[config.mk]
export PLATFORM = sky130hd
export DESIGN_NAME = png_chunk_framer_crc32_core
export DESIGN_NICKNAME = d
export VERILOG_FILES = /design/src/design/pcf_pkg.sv /design/src/design/png_chunk_framer_crc32_core.sv
export SDC_FILE = /design/constraint.sdc
export NUM_CORES = 1
export LEC_CHECK = 0
export BUFFER_PORTS_ARGS = -buffer_cell sky130_fd_sc_hd__buf_4
export CORE_MARGIN = 5
export CORE_UTILIZATION = 41
export CTS_CLUSTER_SIZE = 30
export DETAILED_ROUTE_END_ITERATION = 7
export PLACE_DENSITY_LB_ADDON = 0.3
export SLEW_MARGIN = 20
export SYNTH_ARGS = -nofsm -noshare
export SYNTH_HDL_FRONTEND = slang
export SYNTH_SLANG_ARGS = --single-unit
[constraint.sdc]
create_clock -name clk -period 7.4 [get_ports clk]
set_input_delay 1.48 -clock clk [delete_from_list [all_inputs] [get_ports clk]]
set_output_delay 1.48 -clock clk [all_outputs]
set_load 0.03 [all_outputs]
[src/design/pcf_pkg.sv]
// Shared types, constants and CRC helpers for the PNG chunk framer.
`default_nettype none

package pcf_pkg;

    localparam logic [31:0] CRC_POLY = 32'hEDB8_8320;
    localparam logic [31:0] CRC_ONES = 32'hFFFF_FFFF;
    localparam logic [7:0]  BYTE_MASK = 8'hFF;

    localparam int LEN_W = 31;
    localparam int IDX_W = 4;

    localparam logic [IDX_W-1:0] FIRST_IDX        = 4'd0;
    localparam logic [IDX_W-1:0] TYPE_FIRST_IDX   = 4'd4;
    localparam logic [IDX_W-1:0] HDR_LAST_IDX     = 4'd7;
    localparam logic [IDX_W-1:0] HDR_CRC_FIRST    = 4'd8;
    localparam logic [IDX_W-1:0] HDR_CRC_LAST_IDX = 4'd11;
    localparam logic [IDX_W-1:0] PAY_CRC_FIRST    = 4'd1;
    localparam logic [IDX_W-1:0] PAY_CRC_LAST_IDX = 4'd4;

    typedef enum logic
    {
        REQ_HEADER  = 1'b0,
        REQ_PAYLOAD = 1'b1
    } req_kind_t;

    typedef struct packed
    {
        logic             req_type;
        logic [31:0]      chunk_type;
        logic [LEN_W-1:0] chunk_length;
        logic [7:0]       data_byte;
    } item_t;

    typedef struct packed
    {
        logic [7:0] out_byte;
        logic       byte_valid;
        logic       chunk_end;
        logic       seq_error;
        logic       last_result;
    } result_t;

    function automatic logic [31:0] crc_byte(input logic [31:0] c_in, input logic [7:0] b);
        logic [31:0] c;
        c = c_in ^ {24'd0, b & BYTE_MASK};
        for (int k = 0; k < 8; k++)
        begin
            if (c[0])
                c = CRC_POLY ^ (c >> 1);
            else
                c = c >> 1;
        end
        return c;
    endfunction

    function automatic logic [7:0] crc_sel(input logic [31:0] v, input logic [1:0] pos);
        logic [7:0] b;
        case (pos)
            2'd0:    b = v[31:24];
            2'd1:    b = v[23:16];
            2'd2:    b = v[15:8];
            default: b = v[7:0];
        endcase
        return b;
    endfunction

endpackage

`default_nettype wire

[src/design/png_chunk_framer_crc32_core.sv]
// PNG chunk framer: header and payload transactions in, framed chunk bytes with CRC-32 out.
// result_valid rises when an accepted transaction's first byte moves to the output register.
// The output gives one result per cycle while result_ready holds; a payload byte yields one
// result (five on the last byte) and a header eight (twelve for a zero-length chunk).
// The CRC advances one byte per cycle as type and payload bytes move to the output.
// Reset (rst_n low, asynchronous): no chunk open, CRC all ones, both stages empty.
`default_nettype none

module png_chunk_framer_crc32_core
(
    input  wire logic            clk,
    input  wire logic            rst_n,
    input  wire logic            item_valid,
    output      logic            item_ready,
    input  wire pcf_pkg::item_t  item,
    output      logic            result_valid,
    input  wire logic            result_ready,
    output      pcf_pkg::result_t result
);
    import pcf_pkg::*;

    logic             desc_valid_reg, desc_valid_next;
    logic [IDX_W-1:0] desc_idx_reg, desc_idx_next;
    logic [IDX_W-1:0] desc_last_reg, desc_last_next;
    logic             desc_hdr_reg, desc_hdr_next;
    logic             desc_nobyte_reg, desc_nobyte_next;
    logic             desc_err_reg, desc_err_next;
    logic             desc_crc_reg, desc_crc_next;
    logic [7:0]       desc_bytes_reg [8];

    logic [31:0]      crc_acc_reg, crc_acc_next;
    logic [LEN_W-1:0] bytes_left_reg, bytes_left_next;
    logic             chunk_open_reg, chunk_open_next;

    logic             result_valid_reg, result_valid_next;
    result_t          result_reg, result_next;

    logic             move;
    logic             desc_done;
    logic             accept;
    logic             at_last;
    logic             in_crc;
    logic [IDX_W-1:0] crc_pos;
    logic [LEN_W-1:0] left_dec;
    logic [7:0]       cur_byte;

    assign move       = desc_valid_reg && (!result_valid_reg || result_ready);
    assign at_last    = desc_idx_reg == desc_last_reg;
    assign desc_done  = move && at_last;
    assign item_ready = !desc_valid_reg || desc_done;
    assign accept     = item_valid && item_ready;
    assign left_dec   = bytes_left_reg - {{(LEN_W-1){1'b0}}, 1'b1};

    always_comb
    begin
        chunk_open_next  = chunk_open_reg;
        bytes_left_next  = bytes_left_reg;
        desc_last_next   = desc_last_reg;
        desc_hdr_next    = desc_hdr_reg;
        desc_nobyte_next = desc_nobyte_reg;
        desc_err_next    = desc_err_reg;
        desc_crc_next    = desc_crc_reg;
        if (accept)
        begin
            desc_nobyte_next = 1'b0;
            desc_err_next    = 1'b0;
            desc_crc_next    = 1'b0;
            if (item.req_type == REQ_HEADER)
            begin
                desc_hdr_next = 1'b1;
                desc_err_next = chunk_open_reg;
                if (item.chunk_length == '0)
                begin
                    chunk_open_next = 1'b0;
                    bytes_left_next = '0;
                    desc_crc_next   = 1'b1;
                    desc_last_next  = HDR_CRC_LAST_IDX;
                end
                else
                begin
                    chunk_open_next = 1'b1;
                    bytes_left_next = item.chunk_length;
                    desc_last_next  = HDR_LAST_IDX;
                end
            end
            else if (!chunk_open_reg)
            begin
                desc_hdr_next    = 1'b0;
                desc_nobyte_next = 1'b1;
                desc_err_next    = 1'b1;
                desc_last_next   = FIRST_IDX;
            end
            else
            begin
                desc_hdr_next   = 1'b0;
                bytes_left_next = left_dec;
                if (left_dec == '0)
                begin
                    chunk_open_next = 1'b0;
                    desc_crc_next   = 1'b1;
                    desc_last_next  = PAY_CRC_LAST_IDX;
                end
                else
                begin
                    desc_last_next = FIRST_IDX;
                end
            end
        end
    end

    always_comb
    begin
        if (accept)
            desc_valid_next = 1'b1;
        else if (desc_done)
            desc_valid_next = 1'b0;
        else
            desc_valid_next = desc_valid_reg;

        if (accept)
            desc_idx_next = FIRST_IDX;
        else if (move)
            desc_idx_next = desc_idx_reg + {{(IDX_W-1){1'b0}}, 1'b1};
        else
            desc_idx_next = desc_idx_reg;
    end

    // Select the byte for the current descriptor position
    always_comb
    begin
        if (desc_hdr_reg)
        begin
            in_crc  = desc_idx_reg >= HDR_CRC_FIRST;
            crc_pos = desc_idx_reg - HDR_CRC_FIRST;
        end
        else
        begin
            in_crc  = desc_idx_reg >= PAY_CRC_FIRST;
            crc_pos = desc_idx_reg - PAY_CRC_FIRST;
        end

        if (in_crc)
            cur_byte = crc_sel(crc_acc_reg ^ CRC_ONES, crc_pos[1:0]);
        else if (desc_nobyte_reg)
            cur_byte = 8'd0;
        else
            cur_byte = desc_bytes_reg[desc_idx_reg[2:0]];

        result_next.out_byte    = cur_byte;
        result_next.byte_valid  = !desc_nobyte_reg;
        result_next.chunk_end   = desc_crc_reg && at_last;
        result_next.seq_error   = desc_err_reg && (desc_idx_reg == FIRST_IDX);
        result_next.last_result = at_last;
    end

    // Advance the CRC as type and payload bytes leave; reseed it at header start and chunk end
    always_comb
    begin
        crc_acc_next = crc_acc_reg;
        if (move)
        begin
            if (desc_crc_reg && at_last)
                crc_acc_next = CRC_ONES;
            else if (desc_hdr_reg && desc_idx_reg == FIRST_IDX)
                crc_acc_next = CRC_ONES;
            else if (desc_hdr_reg && !in_crc && desc_idx_reg >= TYPE_FIRST_IDX)
                crc_acc_next = crc_byte(crc_acc_reg, cur_byte);
            else if (!desc_hdr_reg && !desc_nobyte_reg && desc_idx_reg == FIRST_IDX)
                crc_acc_next = crc_byte(crc_acc_reg, cur_byte);
        end
    end

    always_comb
    begin
        if (move)
            result_valid_next = 1'b1;
        else if (result_ready)
            result_valid_next = 1'b0;
        else
            result_valid_next = result_valid_reg;
    end

    always_ff @(posedge clk or negedge rst_n)
    begin
        if (!rst_n)
        begin
            desc_valid_reg   <= 1'b0;
            desc_idx_reg     <= FIRST_IDX;
            desc_last_reg    <= FIRST_IDX;
            desc_hdr_reg     <= 1'b0;
            desc_nobyte_reg  <= 1'b0;
            desc_err_reg     <= 1'b0;
            desc_crc_reg     <= 1'b0;
            crc_acc_reg      <= CRC_ONES;
            bytes_left_reg   <= '0;
            chunk_open_reg   <= 1'b0;
            result_valid_reg <= 1'b0;
        end
        else
        begin
            desc_valid_reg   <= desc_valid_next;
            desc_idx_reg     <= desc_idx_next;
            desc_last_reg    <= desc_last_next;
            desc_hdr_reg     <= desc_hdr_next;
            desc_nobyte_reg  <= desc_nobyte_next;
            desc_err_reg     <= desc_err_next;
            desc_crc_reg     <= desc_crc_next;
            crc_acc_reg      <= crc_acc_next;
            bytes_left_reg   <= bytes_left_next;
            chunk_open_reg   <= chunk_open_next;
            result_valid_reg <= result_valid_next;
        end
    end

    always_ff @(posedge clk)
    begin
        if (accept)
        begin
            if (item.req_type == REQ_HEADER)
            begin
                desc_bytes_reg[0] <= {1'b0, item.chunk_length[30:24]};
                desc_bytes_reg[1] <= item.chunk_length[23:16];
                desc_bytes_reg[2] <= item.chunk_length[15:8];
                desc_bytes_reg[3] <= item.chunk_length[7:0];
                desc_bytes_reg[4] <= item.chunk_type[31:24];
                desc_bytes_reg[5] <= item.chunk_type[23:16];
                desc_bytes_reg[6] <= item.chunk_type[15:8];
                desc_bytes_reg[7] <= item.chunk_type[7:0];
            end
            else
            begin
                desc_bytes_reg[0] <= item.data_byte;
            end
        end
        if (move)
            result_reg <= result_next;
    end

    assign result_valid = result_valid_reg;
    assign result       = result_reg;

    assert property (@(posedge clk) disable iff (!rst_n)
        result_valid && result.chunk_end |-> result.last_result && result.byte_valid)
    else $error("chunk end without last result");

    assert property (@(posedge clk) disable iff (!rst_n)
        desc_valid_reg |-> desc_idx_reg <= desc_last_reg)
    else $error("descriptor index beyond last position");

    assert property (@(posedge clk) disable iff (!rst_n)
        result_valid && !result.byte_valid |-> result.seq_error && result.last_result)
    else $error("empty result that is not a lone error");

    assert property (@(posedge clk) disable iff (!rst_n)
        accept && item.req_type == REQ_PAYLOAD && chunk_open_reg |=> bytes_left_reg == $past(left_dec))
    else $error("payload count did not advance");

endmodule

`default_nettype wire

-- Word level (Yosys, flattened, before mapping)
Memories as Yosys holds them, arrays and structs flattened.
Index checks and enable logic that the tools add are counted.
- register bits: 90
- memory bits (writable): 64
- memories: 1
- memory list (name ; words ; width ; read ports ; clocked after Yosys merged registers in ; write ports ; line ; source):
    desc_bytes_reg ; 8 ; 8 ; 1 ; 0 ; 8 ; png_chunk_framer_crc32_core.sv:29 ; logic [7:0] desc_bytes_reg [8];
- mux-type cells: 118
- add/sub/neg operators: 4
- bitwise logic cells: 18
- equality and inequality tests: 4
- magnitude comparators: 3
- reductions and logical operators: 27
- operators by type and width (kind ; count):
    32-bit 2-to-1 mux ; 82
    13-bit NOT with 14-bit output ; 15
    31-bit 2-to-1 mux ; 3
    31-bit logical NOT ; 2
    32-bit NOT ; 1
    32-bit by 8-bit XOR with 32-bit output ; 1
    31-bit by 1-bit subtractor with 31-bit output, second input constant ; 1
    8-bit 2-to-1 mux ; 3
    8-bit case mux with 3 select lines ; 1
    1-bit 2-to-1 mux ; 22
    4-bit 2-to-1 mux ; 4
    1-bit logical AND ; 10
    3-bit 2-to-1 mux ; 2
    2-bit nonzero test ; 3
    1-bit logical NOT ; 5
    4-bit by 1-bit adder with 4-bit output, second input constant ; 1
    4-bit equality test ; 1
    4-bit by 1-bit >= comparator with 1-bit output, second input constant ; 1
    4-bit by 3-bit >= comparator with 1-bit output, second input constant ; 1
    4-bit >= comparator, second input constant ; 1
    4-bit logical NOT ; 1
    2-bit AND reduction ; 2
    4-bit nonzero test ; 1
    2-bit by 1-bit subtractor with 2-bit output, second input constant ; 2
    7 further kinds ; 8

-- Depth between registers and ports, before layout
Gate-level depths: netlist (run 1).
- depth after elaboration: 61
- depth in mapped cells: 15
- mapped depth without buffers: 11

-- Worst setup path after synthesis (run 1)
Ideal clock, no wire load.
- path type: input -> register
- start: input port result_ready
- end: memory desc_bytes_reg[1][0] (enable)
- required time: 6930 ps
- setup slack: 2518 ps
- buffers on the path: 0
- setup time: 470 ps
- arrival time: 4412 ps
- cell stages on the path: 4
- cells stage by stage: nand2b_1 -> a21bo_2 -> nand2_1 -> nor2_1
- RTL lines (what ; line ; source):
    start: declaration ; png_chunk_framer_crc32_core.sv:17 ; input wire logic result_ready,
    end: declaration ; png_chunk_framer_crc32_core.sv:29 ;

-- Final worst setup path (run 1)
- start: register desc_idx_reg[0]
- end: register crc_acc_reg[19]
- cells in the longest elaborated chain, start to end: 58
- RTL lines (what ; line ; source):
    start: declaration ; png_chunk_framer_crc32_core.sv:23 ; logic [IDX_W-1:0] desc_idx_reg, desc_idx_next;
    start signal: assignment ; png_chunk_framer_crc32_core.sv:202 ; desc_idx_reg <= desc_idx_next;
    2-bit by 1-bit subtractor with 2-bit output (on tied branches) ; png_chunk_framer_crc32_core.sv:139, png_chunk_framer_crc32_core.sv:134 ;
    2-bit 2-to-1 mux ; png_chunk_framer_crc32_core.sv:131 ; if (desc_hdr_reg)
    2-bit equality test, or another cell as far along ; pcf_pkg.sv:59 ; case (pos)
    8-bit case mux with 3 select lines ; pcf_pkg.sv:59 ;
    8-bit 2-to-1 mux ; png_chunk_framer_crc32_core.sv:142 ; if (in_crc)
    32-bit by 8-bit XOR with 32-bit output ; pcf_pkg.sv:46 ; c = c_in ^ {24'd0, b & BYTE_MASK};
    32-bit 2-to-1 mux ; pcf_pkg.sv:49 ; if (c[0])
    32-bit 2-to-1 mux ; png_chunk_framer_crc32_core.sv:168 ; else if (!desc_hdr_reg && !desc_nobyte_reg && desc_idx_reg == FIRST_IDX)
    [... 42 more ...] ; - ;
    32-bit 2-to-1 mux ; png_chunk_framer_crc32_core.sv:162 ; if (desc_crc_reg && at_last)
    32-bit 2-to-1 mux ; png_chunk_framer_crc32_core.sv:160 ; if (move)
    13-bit NOT with 14-bit output (no line) ; - ;
    32-bit 2-to-1 mux ; pcf_pkg.sv:49 ;
    32-bit 2-to-1 mux ; png_chunk_framer_crc32_core.sv:168 ;
    32-bit 2-to-1 mux ; png_chunk_framer_crc32_core.sv:166 ; else if (desc_hdr_reg && !in_crc && desc_idx_reg >= TYPE_FIRST_IDX)
    32-bit 2-to-1 mux ; png_chunk_framer_crc32_core.sv:164 ; else if (desc_hdr_reg && desc_idx_reg == FIRST_IDX)
    32-bit 2-to-1 mux ; png_chunk_framer_crc32_core.sv:162 ;
    end signal: assignment ; png_chunk_framer_crc32_core.sv:208 ; crc_acc_reg <= crc_acc_next;
    end: declaration ; png_chunk_framer_crc32_core.sv:31 ; logic [31:0] crc_acc_reg, crc_acc_next;
Parallel ways exist; a longest one is shown, timed or not. The select of a mux whose other input is x is not followed.
A chain may end at the register's enable or synchronous reset.

==> qor.txt, run 1 <==
DR WL/cell = 19.5 um
Setup Fix Bufs, Post-CTS = 0
Worst-path clk slew = 70 ps
Clock Path Buffers = 2
Mapped Area = 8520 um^2
CTS buffer count = 17
Tightest Pin Transition = 953 ps
DIE HEIGHT = 154 um
Tcrit/Tclk final = 0.611
Worst Setup SP = desc_idx_reg[0]$_DFFE_PN0P_
Layout area overhead = 16.9%
max_cap viols = 0
synth warn = 0
syn nets = 891
final setup skew = 7.61 ps
placement row count = 52
distinct cell type count after synthesis = 71
WP buf/inv = 2
status = finished, final reports clean
Seq/Total Area, Yosys = 0.496
fmax = 0.221 GHz
startpoint types = flop
Crit-path slowest cell = ha_1
DRC errors left = 0
initial antenna violation count = 0
Core Box Area = 20400 um^2
RePlAce Congestion = 0.958
DRT Pass-1 Iters = 5
hold crit path type = flop to flop
pre-CTS setup slack = 2710 ps
mean area per synthesized cell = 10.5 um^2
most frequent cells in the layout = buf_4, edfxtp_1, nor2_1
worst hold path startpoint = desc_valid_reg$_DFFE_PN0P_
H-tree lvl count = 4
GRT Total Usage = 0.193
Critical R2R Launch = desc_idx_reg[0]$_DFFE_PN0P_
R2R Setup Slk = 2880 ps
ys async rst share = 0.500
Largest register FFs = 64
CP Data Required Time = 7760 ps
Main synth FF type = edfxtp_1
sequence of cells on the critical path = buf_4 -> inv_1 -> ha_1 -> a31oi_1 -> o22a_1 -> or3_1 -> a22oi_4 -> xor2_2 -> xnor3_1 -> xnor2_1 -> a21oi_1
vias per cell = 5.67
leading cell type in the layout, fill and taps excluded = buf_4
Data arrival, critical path = 4880 ps
post_cts resized = 0
# setup viols final = 0
Fill cells = 1877
DR vias = 6555
vias in the first global route = 6465
fin util = 0.489
RSZ-0062 raised after global routing = no
largest net degree at the start of global routing = 68
Crit Path Class = flop to flop
Max-slew headroom = 0.365
final WL = 22600 um
Die ar. = 23800 um^2
Post-synth EDFFs = 76
final max-slew violation count = 0
largest stage delay on the critical path = 720 ps
Largest delay share family, worst path = compound AO/OA/AOI/OAI gates
Post-CTS Hold Buffers = 0
number of clock sinks = 152
hold path endpoint = result_valid$_DFFE_PN0P_
flops & latches, synth = 152
Hold Path Depth = 1
element type at the critical path end = flop
Iter 0 DRT Violations = 486
Die W = 154 um
root buffer cell = clkbuf_16
initial core utilization = 0.418
Final min period = 4520 ps
Setup TNS = 0 ps
ratio of cells with drive above 1 in the final layout = 0.225
critical path fanouts, max = 55
number of top-level pins = 90
Skew-Pair Late Insertion Delay = 430 ps
Mapped Cells = 809
HPWL after DPL = 16300 um
# diodes = 0
final hold vios = 0
clock tree from TritonCTS = yes
final setup margin = 2880 ps
first-pass GRT wire length = 35900 um
fin nets = 955
terminus of the critical flop-to-flop path = crc_acc_reg[19]$_DFFE_PN1P_
antenna-violating nets left = 0
grt ovf = 0
worst reg-to-reg path cell count = 11
port bufs = 89
[metal layers]
| metal | vias up | wire [um] | GRT usage |
|---|---|---|---|
| met5 | - | 0 | 0 |
| met4 | 0 | 529 | 0.0643 |
| met3 | 30 | 1180 | 0.0422 |
| met2 | 177 | 11000 | 0.311 |
| met1 | 3214 | 9830 | 0.258 |
| li1 | 3134 | - | - |
[per-stage QoR]
stage | cells | instance area [um^2] | hold slack (ps)
3_3_place_gp | 1123 | 9350 | 449
3_5_place_dp | 1123 | 9350 | 467
2_1_floorplan | 809 | 8520 | 439
6_report | 1156 | 9960 | 468
4_1_cts | 1155 | 9930 | 470
5_1_grt | 1156 | 9960 | 508
[cells by family (layout without fill, tap and decap cells)]
logic type	Yosys count	after routing	share of synthesized area
XOR/XNOR	75	75	0.0866
buffers and inverters	68	145	0.0352
AND/OR/NAND/NOR	246	246	0.147
multiplexers	40	40	0.0510
adder cells (fa/ha/maj)	6	6	0.00881
AO/OA/AOI/OAI	222	222	0.175
flip-flops	152	152	0.496
[how the worst max path moves through the flow]
stage                                endpoint  cells past startpoint  slack (ps)
2_1_floorplan  desc_bytes_reg[1][0]$_DFFE_PP_                      4        2520
5_1_grt           crc_acc_reg[19]$_DFFE_PN1P_                     11        2560
3_3_place_gp   bytes_left_reg[28]$_DFFE_PN0P_                      9        2700
6_report          crc_acc_reg[19]$_DFFE_PN1P_                     11        2880
4_1_cts        bytes_left_reg[27]$_DFFE_PN0P_                      9        2680
3_5_place_dp   bytes_left_reg[27]$_DFFE_PN0P_                      9        2710
[synth_stat cells, drive strengths merged, types with 3 or more instances]
cell type  instances  area, um^2
edfxtp            76        2280
nor2              67         251
a21oi             65         359
xnor2             48         420
dfrtp             44        1100
o21ai             44         220
nand3             37         185
dfstp             32         841
mux2i             31         310
nand2             31         119
clkbuf            30         113
o22ai             29         181
nor3              28         140
xor2              26         295
a22oi             24         208
buf               21         124
inv               17        63.8
nor4              16         100
nor3b             13        97.6
nand2b            11        68.8
and2               8        50.1
mux2               7        78.8
a211oi             6        62.6
a21o               6        45.0
and3               6        42.5
ha                 6        75.1
nand4              6        37.5
o22a               6        53.8
or3                6        37.5
a221oi             4        35.0
a31o               4        35.0
a31oi              4        25.0
nor2b              4        25.0
o211ai             4        30.0
o31ai              4        30.0
a21boi             3        22.5
o311ai             3        26.3
or2                3        18.8
or4                3        22.5
[area by class of cell]
| type | count | area [um^2] | area share |
|---|---|---|---|
| Sequential cell | 152 | 4230 | 0.424 |
| Multi-Input combinational cell | 589 | 4010 | 0.403 |
| Timing Repair Buffer | 96 | 741 | 0.0744 |
| Clock buffer | 17 | 425 | 0.0427 |
| Tap cell | 270 | 338 | 0.0339 |
| Clock inverter | 15 | 154 | 0.0155 |
| Inverter | 17 | 63.8 | 0.00641 |
Power of run 1 is left out: the tool's default activity adds up to more than one toggle a clock period on the data nets, which glitch-free logic cannot reach.
==> run 2: changes to the inputs <==
==> constraint.sdc (replaced) <==
create_clock -name clk -period 4.6 [get_ports clk]
set_input_delay 0.92 -clock clk [delete_from_list [all_inputs] [get_ports clk]]
set_output_delay 0.92 -clock clk [all_outputs]
set_load 0.03 [all_outputs]
==> run 2 against run 1 <==
  * Die area unchanged
  * Hold slack better by 2.0 ps
  * Cell count up 0.61%
  * Count of clock-buffer cells in the layout up 5
  * Register-to-register slack worse by 2100 ps
  * Maximum frequency up 18%
  * Largest cell class unchanged
==> qor.txt, run 2 (same netlist as run 1, synthesis figures left out) <==
status = finished, final reports clean
leading cell type in the layout, fill and taps excluded = buf_4
DR vias = 6519
HPWL after DPL = 16400 um
startpoint types = flop
Setup TNS = 0 ps
largest net degree at the start of global routing = 57
placement row count = 52
antenna-violating nets left = 0
Layout area overhead = 17.1%
Worst-path clk slew = 60 ps
Iter 0 DRT Violations = 522
Critical R2R Launch = desc_idx_reg[0]$_DFFE_PN0P_
CP Data Required Time = 4950 ps
Die ar. = 23800 um^2
grt ovf = 0
CTS buffer count = 17
Setup Fix Bufs, Post-CTS = 0
root buffer cell = clkbuf_16
# diodes = 0
RSZ-0062 raised after global routing = no
initial antenna violation count = 0
port bufs = 89
critical path fanouts, max = 25
vias per cell = 5.61
DRC errors left = 0
first-pass GRT wire length = 35600 um
final hold vios = 0
final setup skew = 10.2 ps
Largest register FFs = 64
RePlAce Congestion = 0.932
most frequent cells in the layout = buf_4, edfxtp_1, nor2_1
DR WL/cell = 19.4 um
Worst Setup SP = desc_idx_reg[0]$_DFFE_PN0P_
max_cap viols = 0
final setup margin = 785 ps
Crit Path Class = flop to flop
number of top-level pins = 90
initial core utilization = 0.418
pre-CTS setup slack = 843 ps
Data arrival, critical path = 4160 ps
ratio of cells with drive above 1 in the final layout = 0.225
final WL = 22500 um
worst hold path startpoint = desc_err_reg$_DFFE_PN0P_
element type at the critical path end = flop
vias in the first global route = 6317
final max-slew violation count = 0
DRT Pass-1 Iters = 5
Tightest Pin Transition = 1040 ps
Core Box Area = 20400 um^2
post_cts resized = 0
fmax = 0.262 GHz
Max-slew headroom = 0.307
hold crit path type = flop to flop
Tcrit/Tclk final = 0.829
number of clock sinks = 152
H-tree lvl count = 4
# setup viols final = 0
GRT Total Usage = 0.191
Post-CTS Hold Buffers = 0
clock tree from TritonCTS = yes
fin nets = 962
Clock Path Buffers = 2
DIE HEIGHT = 154 um
Die W = 154 um
Final min period = 3820 ps
Skew-Pair Late Insertion Delay = 430 ps
-- run 2: cell types whose count changed in the layout (fill, tap and decap cells not counted), sizes merged --
cell / change
buf: +7
inv: -8
clkinvlp: +1
clkinv: +1
clkbuf: +5
bufinv: +1
-- run 2: layout make-up --
type                            instances  area (um^2)
Clock buffer                           22          475
Clock inverter                         10         93.8
Fill cell                            1867        10400
Inverter                               17         63.8
Multi-Input combinational cell        589         4010
Sequential cell                       152         4230
Tap cell                              270          338
Timing Repair Buffer                  103          773
-- run 2: path summary, 6_finish.rpt --
check | endpoint | slack, ps | cells after the start
worst max-delay path | crc_acc_reg[19]$_DFFE_PN1P_ | 780 | 10
worst min-delay path | desc_err_reg$_DFFE_PN0P_ | 470 | 2
worst max register to register | crc_acc_reg[19]$_DFFE_PN1P_ | 780 | 10
worst min register to register | desc_err_reg$_DFFE_PN0P_ | 470 | 2
max in group asynchronous | crc_acc_reg[15]$_DFFE_PN1P_ | 3140 | 2
min in group asynchronous | desc_idx_reg[2]$_DFFE_PN0P_ | 580 | 1
-- run 2: per-stage QoR --
step	instances	cell area, um^2	hold slack, ps	utilization
2_1_floorplan	809	8520	439	-
3_3_place_gp	1131	9410	452	0.462
3_5_place_dp	1131	9410	460	0.462
4_1_cts	1163	9980	474	0.490
5_1_grt	1163	9980	480	0.490
6_report	1163	9980	470	0.490
-- run 2: routing by layer --
metal	vias up	part of all wire	track usage	wire length [um]
met5	-	0	0	0
met4	0	0.016	0.0538	370
met3	25	0.058	0.0419	1310
met2	189	0.50	0.314	11200
met1	3154	0.43	0.254	9620
li1	3151	-	-	-
-- run 2: critical path, stage by stage (launching register included) --
cell	delay, ps
dfrtp_2	620
inv_1	170
ha_1	690
a31oi_1	290
o22a_1	300
or3_1	350
a22oi_4	290
xor2_2	310
xnor3_1	380
xnor2_1	140
a21oi_1	180
Power of run 2 is left out for the same reason.
